<file path="config.mk">
export PLATFORM = sky130hd
export DESIGN_NAME = sha256_message_hasher_core
export DESIGN_NICKNAME = d
export VERILOG_FILES = /design/src/rtl/sha256_pkg.sv /design/src/rtl/sha256_message_hasher_core.sv
export SDC_FILE = /design/constraint.sdc
export NUM_CORES = 2
export LEC_CHECK = 0
export BUFFER_PORTS_ARGS = -buffer_cell sky130_fd_sc_hd__clkbuf_2
export CAP_MARGIN = 20
export CORE_UTILIZATION = 55
export DETAILED_ROUTE_END_ITERATION = 7
export GPL_TIMING_DRIVEN = 0
export PLACE_DENSITY = 0.73
export SLEW_MARGIN = 20
export SYNTH_ARGS = -nofsm -noshare
export SYNTH_HDL_FRONTEND = slang
export SYNTH_SLANG_ARGS = --single-unit
</file>
<file path="constraint.sdc">
create_clock -name clk -period 8.41 [get_ports clk]
set_input_delay 1.2615 -clock clk [delete_from_list [all_inputs] [get_ports clk]]
set_output_delay 1.2615 -clock clk [all_outputs]
set_load 0.02 [all_outputs]
</file>
<file path="src/rtl/sha256_pkg.sv">
// Shared constants, types and bit functions of the SHA-256 hasher.
package sha256_pkg;

	typedef logic [31:0] word_t;

	localparam int unsigned NumRounds = 64;
	localparam int unsigned NumWords  = 16;
	localparam int unsigned NumHash   = 8;
	localparam logic [7:0]  PadByte   = 8'h80;
	localparam logic [5:0]  LenPos    = 6'd56;
	localparam logic [63:0] BitsPerByte = 64'd8;

	localparam word_t K_TABLE [NumRounds] = '{
		32'h428a2f98, 32'h71374491, 32'hb5c0fbcf, 32'he9b5dba5,
		32'h3956c25b, 32'h59f111f1, 32'h923f82a4, 32'hab1c5ed5,
		32'hd807aa98, 32'h12835b01, 32'h243185be, 32'h550c7dc3,
		32'h72be5d74, 32'h80deb1fe, 32'h9bdc06a7, 32'hc19bf174,
		32'he49b69c1, 32'hefbe4786, 32'h0fc19dc6, 32'h240ca1cc,
		32'h2de92c6f, 32'h4a7484aa, 32'h5cb0a9dc, 32'h76f988da,
		32'h983e5152, 32'ha831c66d, 32'hb00327c8, 32'hbf597fc7,
		32'hc6e00bf3, 32'hd5a79147, 32'h06ca6351, 32'h14292967,
		32'h27b70a85, 32'h2e1b2138, 32'h4d2c6dfc, 32'h53380d13,
		32'h650a7354, 32'h766a0abb, 32'h81c2c92e, 32'h92722c85,
		32'ha2bfe8a1, 32'ha81a664b, 32'hc24b8b70, 32'hc76c51a3,
		32'hd192e819, 32'hd6990624, 32'hf40e3585, 32'h106aa070,
		32'h19a4c116, 32'h1e376c08, 32'h2748774c, 32'h34b0bcb5,
		32'h391c0cb3, 32'h4ed8aa4a, 32'h5b9cca4f, 32'h682e6ff3,
		32'h748f82ee, 32'h78a5636f, 32'h84c87814, 32'h8cc70208,
		32'h90befffa, 32'ha4506ceb, 32'hbef9a3f7, 32'hc67178f2
	};

	localparam word_t IV_TABLE [NumHash] = '{
		32'h6a09e667, 32'hbb67ae85, 32'h3c6ef372, 32'ha54ff53a,
		32'h510e527f, 32'h9b05688c, 32'h1f83d9ab, 32'h5be0cd19
	};

	// Rotate right by a constant amount.
	function automatic word_t rotr(input word_t x, input int unsigned n);
		rotr = (x >> n) | (x << (32 - n));
	endfunction

	function automatic word_t big_sigma0(input word_t x);
		big_sigma0 = rotr(x, 2) ^ rotr(x, 13) ^ rotr(x, 22);
	endfunction

	function automatic word_t big_sigma1(input word_t x);
		big_sigma1 = rotr(x, 6) ^ rotr(x, 11) ^ rotr(x, 25);
	endfunction

	function automatic word_t small_sigma0(input word_t x);
		small_sigma0 = rotr(x, 7) ^ rotr(x, 18) ^ (x >> 3);
	endfunction

	function automatic word_t small_sigma1(input word_t x);
		small_sigma1 = rotr(x, 17) ^ rotr(x, 19) ^ (x >> 10);
	endfunction

endpackage

</file>
<file path="src/rtl/sha256_message_hasher_core.sv">
// SHA-256 byte-stream hasher: block buffer, round sequencer and digest output.
//
// Usage:
//   Input channel (data_valid / data_stall) carries one transaction per message
//   byte: data_byte is taken when byte_present is high; end_of_message closes
//   the message after that byte. A transaction with neither bit set does nothing.
//   Output channel (digest_valid / digest_stall) returns eight transactions per
//   message: digest_word with word_index 0..7, most significant word first,
//   last_word high on the eighth.
// Sequence:
//   A byte that does not complete a block is stored in the buffer. A byte that
//   completes a 64-byte block starts one shared round unit, which runs 64 rounds,
//   one per cycle; a fold step then adds the result into the chaining value.
//   Closing a message runs the padded block (two padded blocks when 56 or more
//   bytes are pending), then returns the eight digest words.
//   data_stall is high whenever the sequencer is not idle.
// Reset and stall:
//   arst_n clears the fill count, bit length and sequencer and loads the initial
//   hash values. A stalled output holds its word; the sequencer waits. After the
//   last word the block reinitializes for the next message.
module sha256_message_hasher_core (
	input  logic                 clk,
	input  logic                 arst_n,
	input  logic                 data_valid,
	output logic                 data_stall,
	input  logic [7:0]           data_byte,
	input  logic                 byte_present,
	input  logic                 end_of_message,
	output logic                 digest_valid,
	input  logic                 digest_stall,
	output sha256_pkg::word_t    digest_word,
	output logic [2:0]           word_index,
	output logic                 last_word
);
	import sha256_pkg::*;

	localparam logic [2:0] S_IDLE  = 3'd0;
	localparam logic [2:0] S_PAD   = 3'd1;
	localparam logic [2:0] S_ROUND = 3'd2;
	localparam logic [2:0] S_FOLD  = 3'd3;
	localparam logic [2:0] S_OUT   = 3'd4;

	logic [2:0]  state_q;
	logic [5:0]  fill_q;
	logic [63:0] bits_q;
	logic [5:0]  rnd_q;
	logic [2:0]  idx_q;
	logic        pend_q;
	logic        extra_q;
	logic        final_q;
	word_t       h_q [NumHash];
	word_t       v_q [NumHash];
	word_t       w_q [NumWords];

	logic        take;
	word_t       t1;
	word_t       t2;
	word_t       ch;
	word_t       maj;
	word_t       w_new;
	word_t       pad_w [NumWords];
	logic        pad_final;

	assign take = data_valid && !data_stall;
	assign data_stall = (state_q != S_IDLE);

	// Drive the output transaction from the chaining value
	assign digest_valid = (state_q == S_OUT);
	assign digest_word  = h_q[idx_q];
	assign word_index   = idx_q;
	assign last_word    = (idx_q == 3'd7);

	// Compute one round and the next schedule word
	always_comb begin
		ch    = (v_q[4] & v_q[5]) ^ (~v_q[4] & v_q[6]);
		maj   = (v_q[0] & v_q[1]) ^ (v_q[0] & v_q[2]) ^ (v_q[1] & v_q[2]);
		t1    = v_q[7] + big_sigma1(v_q[4]) + ch + K_TABLE[rnd_q] + w_q[0];
		t2    = big_sigma0(v_q[0]) + maj;
		w_new = small_sigma1(w_q[14]) + w_q[9] + small_sigma0(w_q[1]) + w_q[0];
	end

	// Build the padded block from the pending bytes
	always_comb begin
		logic [5:0] p;
		logic       with_len;
		with_len  = extra_q || (fill_q < LenPos);
		pad_final = with_len;
		for (int j = 0; j < NumWords; j++) begin
			for (int b = 0; b < 4; b++) begin
				p = 6'(j * 4 + b);
				if (!extra_q && p < fill_q) begin
					pad_w[j][8*(3-b) +: 8] = w_q[j][8*(3-b) +: 8];
				end else if (!extra_q && p == fill_q) begin
					pad_w[j][8*(3-b) +: 8] = PadByte;
				end else begin
					pad_w[j][8*(3-b) +: 8] = 8'h00;
				end
			end
		end
		if (with_len) begin
			pad_w[14] = bits_q[63:32];
			pad_w[15] = bits_q[31:0];
		end
	end

	// Sequence buffering, rounds, padding and output
	always_ff @(posedge clk or negedge arst_n) begin
		if (!arst_n) begin
			state_q <= S_IDLE;
			fill_q  <= '0;
			bits_q  <= '0;
			rnd_q   <= '0;
			idx_q   <= '0;
			pend_q  <= 1'b0;
			extra_q <= 1'b0;
			final_q <= 1'b0;
			for (int i = 0; i < NumHash; i++) h_q[i] <= IV_TABLE[i];
		end else begin
			case (state_q)
				S_IDLE: begin
					if (take) begin
						pend_q <= end_of_message;
						rnd_q  <= '0;
						if (byte_present) begin
							fill_q <= fill_q + 6'd1;
							bits_q <= bits_q + BitsPerByte;
						end
						if (byte_present && fill_q == 6'd63) begin
							final_q <= 1'b0;
							state_q <= S_ROUND;
						end else if (end_of_message) begin
							state_q <= S_PAD;
						end
					end
				end
				S_PAD: begin
					final_q <= pad_final;
					extra_q <= !pad_final;
					rnd_q   <= '0;
					state_q <= S_ROUND;
				end
				S_ROUND: begin
					rnd_q <= rnd_q + 6'd1;
					if (rnd_q == 6'd63) state_q <= S_FOLD;
				end
				S_FOLD: begin
					for (int i = 0; i < NumHash; i++) h_q[i] <= h_q[i] + v_q[i];
					fill_q <= '0;
					idx_q  <= '0;
					if (pend_q && final_q) state_q <= S_OUT;
					else if (pend_q) state_q <= S_PAD;
					else state_q <= S_IDLE;
				end
				S_OUT: begin
					if (!digest_stall) begin
						idx_q <= idx_q + 3'd1;
						if (idx_q == 3'd7) begin
							state_q <= S_IDLE;
							fill_q  <= '0;
							bits_q  <= '0;
							pend_q  <= 1'b0;
							extra_q <= 1'b0;
							final_q <= 1'b0;
							for (int i = 0; i < NumHash; i++) h_q[i] <= IV_TABLE[i];
						end
					end
				end
				default: state_q <= S_IDLE;
			endcase
		end
	end

	// Hold working variables and schedule window
	always_ff @(posedge clk) begin
		if (state_q == S_IDLE && take && byte_present) begin
			case (fill_q[1:0])
				2'd0: w_q[fill_q[5:2]][31:24] <= data_byte;
				2'd1: w_q[fill_q[5:2]][23:16] <= data_byte;
				2'd2: w_q[fill_q[5:2]][15:8]  <= data_byte;
				default: w_q[fill_q[5:2]][7:0] <= data_byte;
			endcase
		end else if (state_q == S_PAD) begin
			for (int j = 0; j < NumWords; j++) w_q[j] <= pad_w[j];
		end else if (state_q == S_ROUND) begin
			for (int j = 0; j < NumWords - 1; j++) w_q[j] <= w_q[j+1];
			w_q[NumWords-1] <= w_new;
		end
		if (state_q == S_ROUND) begin
			v_q[7] <= v_q[6];
			v_q[6] <= v_q[5];
			v_q[5] <= v_q[4];
			v_q[4] <= v_q[3] + t1;
			v_q[3] <= v_q[2];
			v_q[2] <= v_q[1];
			v_q[1] <= v_q[0];
			v_q[0] <= t1 + t2;
		end else begin
			for (int i = 0; i < NumHash; i++) v_q[i] <= h_q[i];
		end
	end

	a_out_only_in_out: assert property (@(posedge clk) disable iff (!arst_n)
		digest_valid |-> state_q == S_OUT)
		else $error("digest transaction outside output phase");
	a_rounds_end: assert property (@(posedge clk) disable iff (!arst_n)
		(state_q == S_ROUND && rnd_q == 6'd63) |=> state_q == S_FOLD)
		else $error("round loop did not end after 64 rounds");
	a_pad_then_round: assert property (@(posedge clk) disable iff (!arst_n)
		state_q == S_PAD |=> (state_q == S_ROUND && rnd_q == 6'd0))
		else $error("padding not followed by round 0");
	a_last_resets: assert property (@(posedge clk) disable iff (!arst_n)
		(digest_valid && !digest_stall && last_word) |=>
		(state_q == S_IDLE && fill_q == 6'd0 && bits_q == 64'd0))
		else $error("state not cleared after last digest word");

endmodule
</file>
==> summary.md <==
| Metric | Value |
|---|---|
| EDFF count, synth | 512 |
| Worst skew pair latency | 0.81 ns |
| Launching element type of the critical path | flop |
| Synth unique cells | 92 |
| Post-Synthesis Cells | 7527 |
| Remaining DRCs | 0 |
| Crit. End Element | flop |
| Share of layout cells above drive strength 1 | 11.5% |
| Top cell by count, worst path | fa_1 |
| Fin. Hold Viols | 0 |
| Yosys warning total | 0 |
| HP Start | v_q[1][4]$_DFF_P_ |
| Relative slew slack | 11.1% |
| Asr flop ratio synth | 30.6% |
| Worst Path Max Fanout | 6 |
| R2r worst-path depth | 32 |
| Commonest non-fill, non-tap cell in the layout | nand2_1 |
| WL/cell | 32.4 um |
| Core area | 130000 um2 |
| Final WS setup | -0.0436 ns |
| GRT Overall Usage | 46.4% |
| Average cell area after synthesis | 9.59 um2 |
| Reg2Reg Setup Slack | -0.04 ns |
| Final setup viols | 2 |
| Clk sinks | 1106 |
| Hold Buf Count CTS | 0 |
| RSZ-0062 raised after global routing | yes |
| Critical path's top delay family | compound AO/OA/AOI/OAI gates |
| Via Count | 64900 |
| Final worst path period share | 101% |
| Wirelength, routed | 313000 um |
| Vias/cell | 6.73 |
| Total gr overflow | 0 |
| Share of the yosys chip area belonging to registers | 40.4% |
| CTS tree | yes |
| Area Overhead vs Synth | 12.9% |
| Reg2Reg Launch Point | rnd_q[0]$_DFFE_PN0P_ |
| Die X | 364 um |
| Crit-path slowest cell | fa_1 |
| Minimum clock period | 8.45 ns |
| Hold EP | v_q[2][4]$_DFF_P_ |
| Mapped Area | 72200 um2 |
| FMAX | 118 MHz |
| Fin nets | 8384 |
| Hold depth | 2 |
| Clock Skew | 0.0630 ns |
| Initial cell density of the core | 55.6% |
| Synth Register Bits | 1106 |
| Largest net degree at the start of global routing | 84 |
| Pre-Repair DR Iteration Count | 8 |
| Worst-margin pin slew | 1.33 ns |
| Bufs on Longest Clock Path | 3 |
| Gp weighted congestion | 1.09 |
| Violated checks | setup timing |
| Row cnt | 132 |
| Post-synthesis net count | 8134 |
| First-pass GRT wire length | 436000 um |
| Clock-pin slew on the worst setup and hold paths | 0.07 ns |
| DRT iter0 DRCs | 9411 |
| I/O pins | 52 |
| DRT antenna net count | 0 |
| Critical path arrival | 9.07 ns |
| # port buffers | 51 |
| CTS Root Cell | clkbuf_16 |
| Most frequent cells in the layout | nand2_1 (1119), a21oi_1 (521), edfxtp_1 (512), a21o_1 (485), o21ai_0 (459) |
| WS Path Type | reg2reg |
| Area of the die | 133000 um2 |
| Vias in the first global route | 60400 |
| Hold slack final | 0.424 ns |
| HP Class | reg2reg |
| Detailed Place HPWL | 241000 um |
| Cts bufs inserted | 118 |
| Max-cap violations | 0 |
| Status | finished with violations |
| Max H-tree Level | 3 |
| Slowest stage delay, CP | 0.52 ns |
| Main synth FF type | edfxtp_1 |
| Die height | 364 um |
| Worst EP required | 9.03 ns |
| Slew Viols, Final | 0 |
| Reg2reg end | v_q[4][23]$_DFF_P_ |
| CP Buf/Inv Count | 6 |
| Initial antenna violation count | 29 |
-- per-layer routing --
| metal | wire (um) | part of all wire, % | vias up | GRT usage (%) |
|---|---|---|---|---|
| met4 | 28900 | 9.2 | 18 | 34.8 |
| met2 | 131000 | 42 | 4681 | 67.3 |
| met3 | 38700 | 12 | 1181 | 13.3 |
| li1 | - | - | 27300 | - |
| met1 | 115000 | 37 | 31700 | 58.7 |
| met5 | 175 | 0.056 | - | 0 |
-- sequential cells by signal, indices dropped and copies added, names as in the netlist --
| register | cells |
|---|---|
| bits_q | 61 |
| extra_q | 1 |
| fill_q | 6 |
| final_q | 1 |
| h_q | 256 |
| pend_q | 1 |
| rnd_q | 6 |
| state_q | 3 |
| v_q | 256 |
| w_q | 512 |
| word_index | 3 |
-- final cells by class --
type	count	area (um2)
diodes	23	57.6
fillers	10800	48300
clock inverters	62	891
multi-input cells	5706	41700
flip-flops and latches	1106	29100
clock buffers	164	3330
repair buffers	135	1150
plain buffers	441	1940
well taps	1742	2180
inverters	269	1070
-- worst max-delay path by stage --
stage                               from                  to  slack (ns)  cells past startpoint
floorplan           rnd_q[2]$_DFFE_PN0P_  v_q[0][29]$_DFF_P_        0.18                     37
global placement    rnd_q[1]$_DFFE_PN0P_  v_q[0][31]$_DFF_P_       -4.24                     32
detailed placement  rnd_q[1]$_DFFE_PN0P_  v_q[0][31]$_DFF_P_       -3.55                     31
CTS                 rnd_q[0]$_DFFE_PN0P_  v_q[0][31]$_DFF_P_       -0.03                     35
global route        rnd_q[2]$_DFFE_PN0P_  v_q[0][31]$_DFF_P_       -0.17                     33
finish              rnd_q[0]$_DFFE_PN0P_  v_q[4][23]$_DFF_P_       -0.04                     32
-- cells in the mapped netlist, types with 32 or more instances --
cell | count | share of area, %
or3_1 | 43 | 0.37
xor2_1 | 218 | 2.6
ha_1 | 398 | 6.9
edfxtp_1 | 512 | 21
nor3_1 | 114 | 0.79
o211ai_1 | 34 | 0.35
o21bai_1 | 51 | 0.53
mux4_2 | 70 | 2.2
nor2_1 | 415 | 2.2
and3_1 | 64 | 0.55
buf_1 | 47 | 0.24
inv_1 | 265 | 1.4
dfstp_2 | 136 | 5.0
fa_1 | 195 | 5.4
nand3_1 | 146 | 1.0
a21oi_1 | 553 | 3.8
mux2_2 | 52 | 0.81
xnor2_1 | 411 | 5.0
nand2b_1 | 67 | 0.58
o21ai_0 | 507 | 3.5
a31oi_1 | 61 | 0.53
nand2_1 | 1133 | 5.9
o21a_1 | 56 | 0.58
a221o_1 | 76 | 1.1
o31ai_1 | 37 | 0.38
dfrtp_1 | 202 | 7.0
nor2b_1 | 52 | 0.45
a21o_1 | 485 | 5.0
and2_1 | 34 | 0.29
nand4_1 | 32 | 0.28
clkbuf_1 | 394 | 2.0
a211oi_1 | 48 | 0.50
dfxtp_1 | 256 | 7.1
-- cell families after synthesis --
group,after synthesis,share of synthesized area [%]
simple gates,2161,13.0
fa+ha+maj,623,12.7
buf+inv,715,3.73
compound gates,2149,19.2
mux,144,3.30
xor+xnor,629,7.63
flops,1106,40.4
-- stage by stage --
stage | setup WS (ns) | std cells | instance area (um2) | utilization, % | TNS, ns
6_report | -0.0436 | 9648 | 81500 | 62.8 | -0.0851
5_1_grt | -0.170 | 9627 | 81400 | 62.7 | -0.783
4_1_cts | -0.0330 | 9598 | 80700 | 62.2 | -0.0330
3_5_place_dp | -3.55 | 9335 | 75000 | 57.8 | -103.11
3_3_place_gp | -4.24 | 9320 | 74600 | 57.5 | -602.67
2_1_floorplan | 0.180 | 7527 | 72200 | - | 0
-- worst reg2reg max path, delay by kind of cell (launching register included) --
family | cells | cell delay [ns]
and+or+nand+nor | 3 | 0.68
AOI/OAI and AO/OA | 14 | 3.08
DFF | 1 | 0.38
xor gates and xnor gates | 2 | 0.78
buffers and inverters | 6 | 0.73
adders and majority gates | 7 | 2.63
-- repair_timing --
action	4_1_cts	5_1_grt
pin swaps	53	76
hold endpoints to repair	0	0
gates cloned	0	0
setup endpoints to repair	53	25
buffers inserted	41	27
resized for setup	267	130
Power is not shown: default switching activity piles up to over one toggle a cycle in this logic, so the estimate is an artifact.
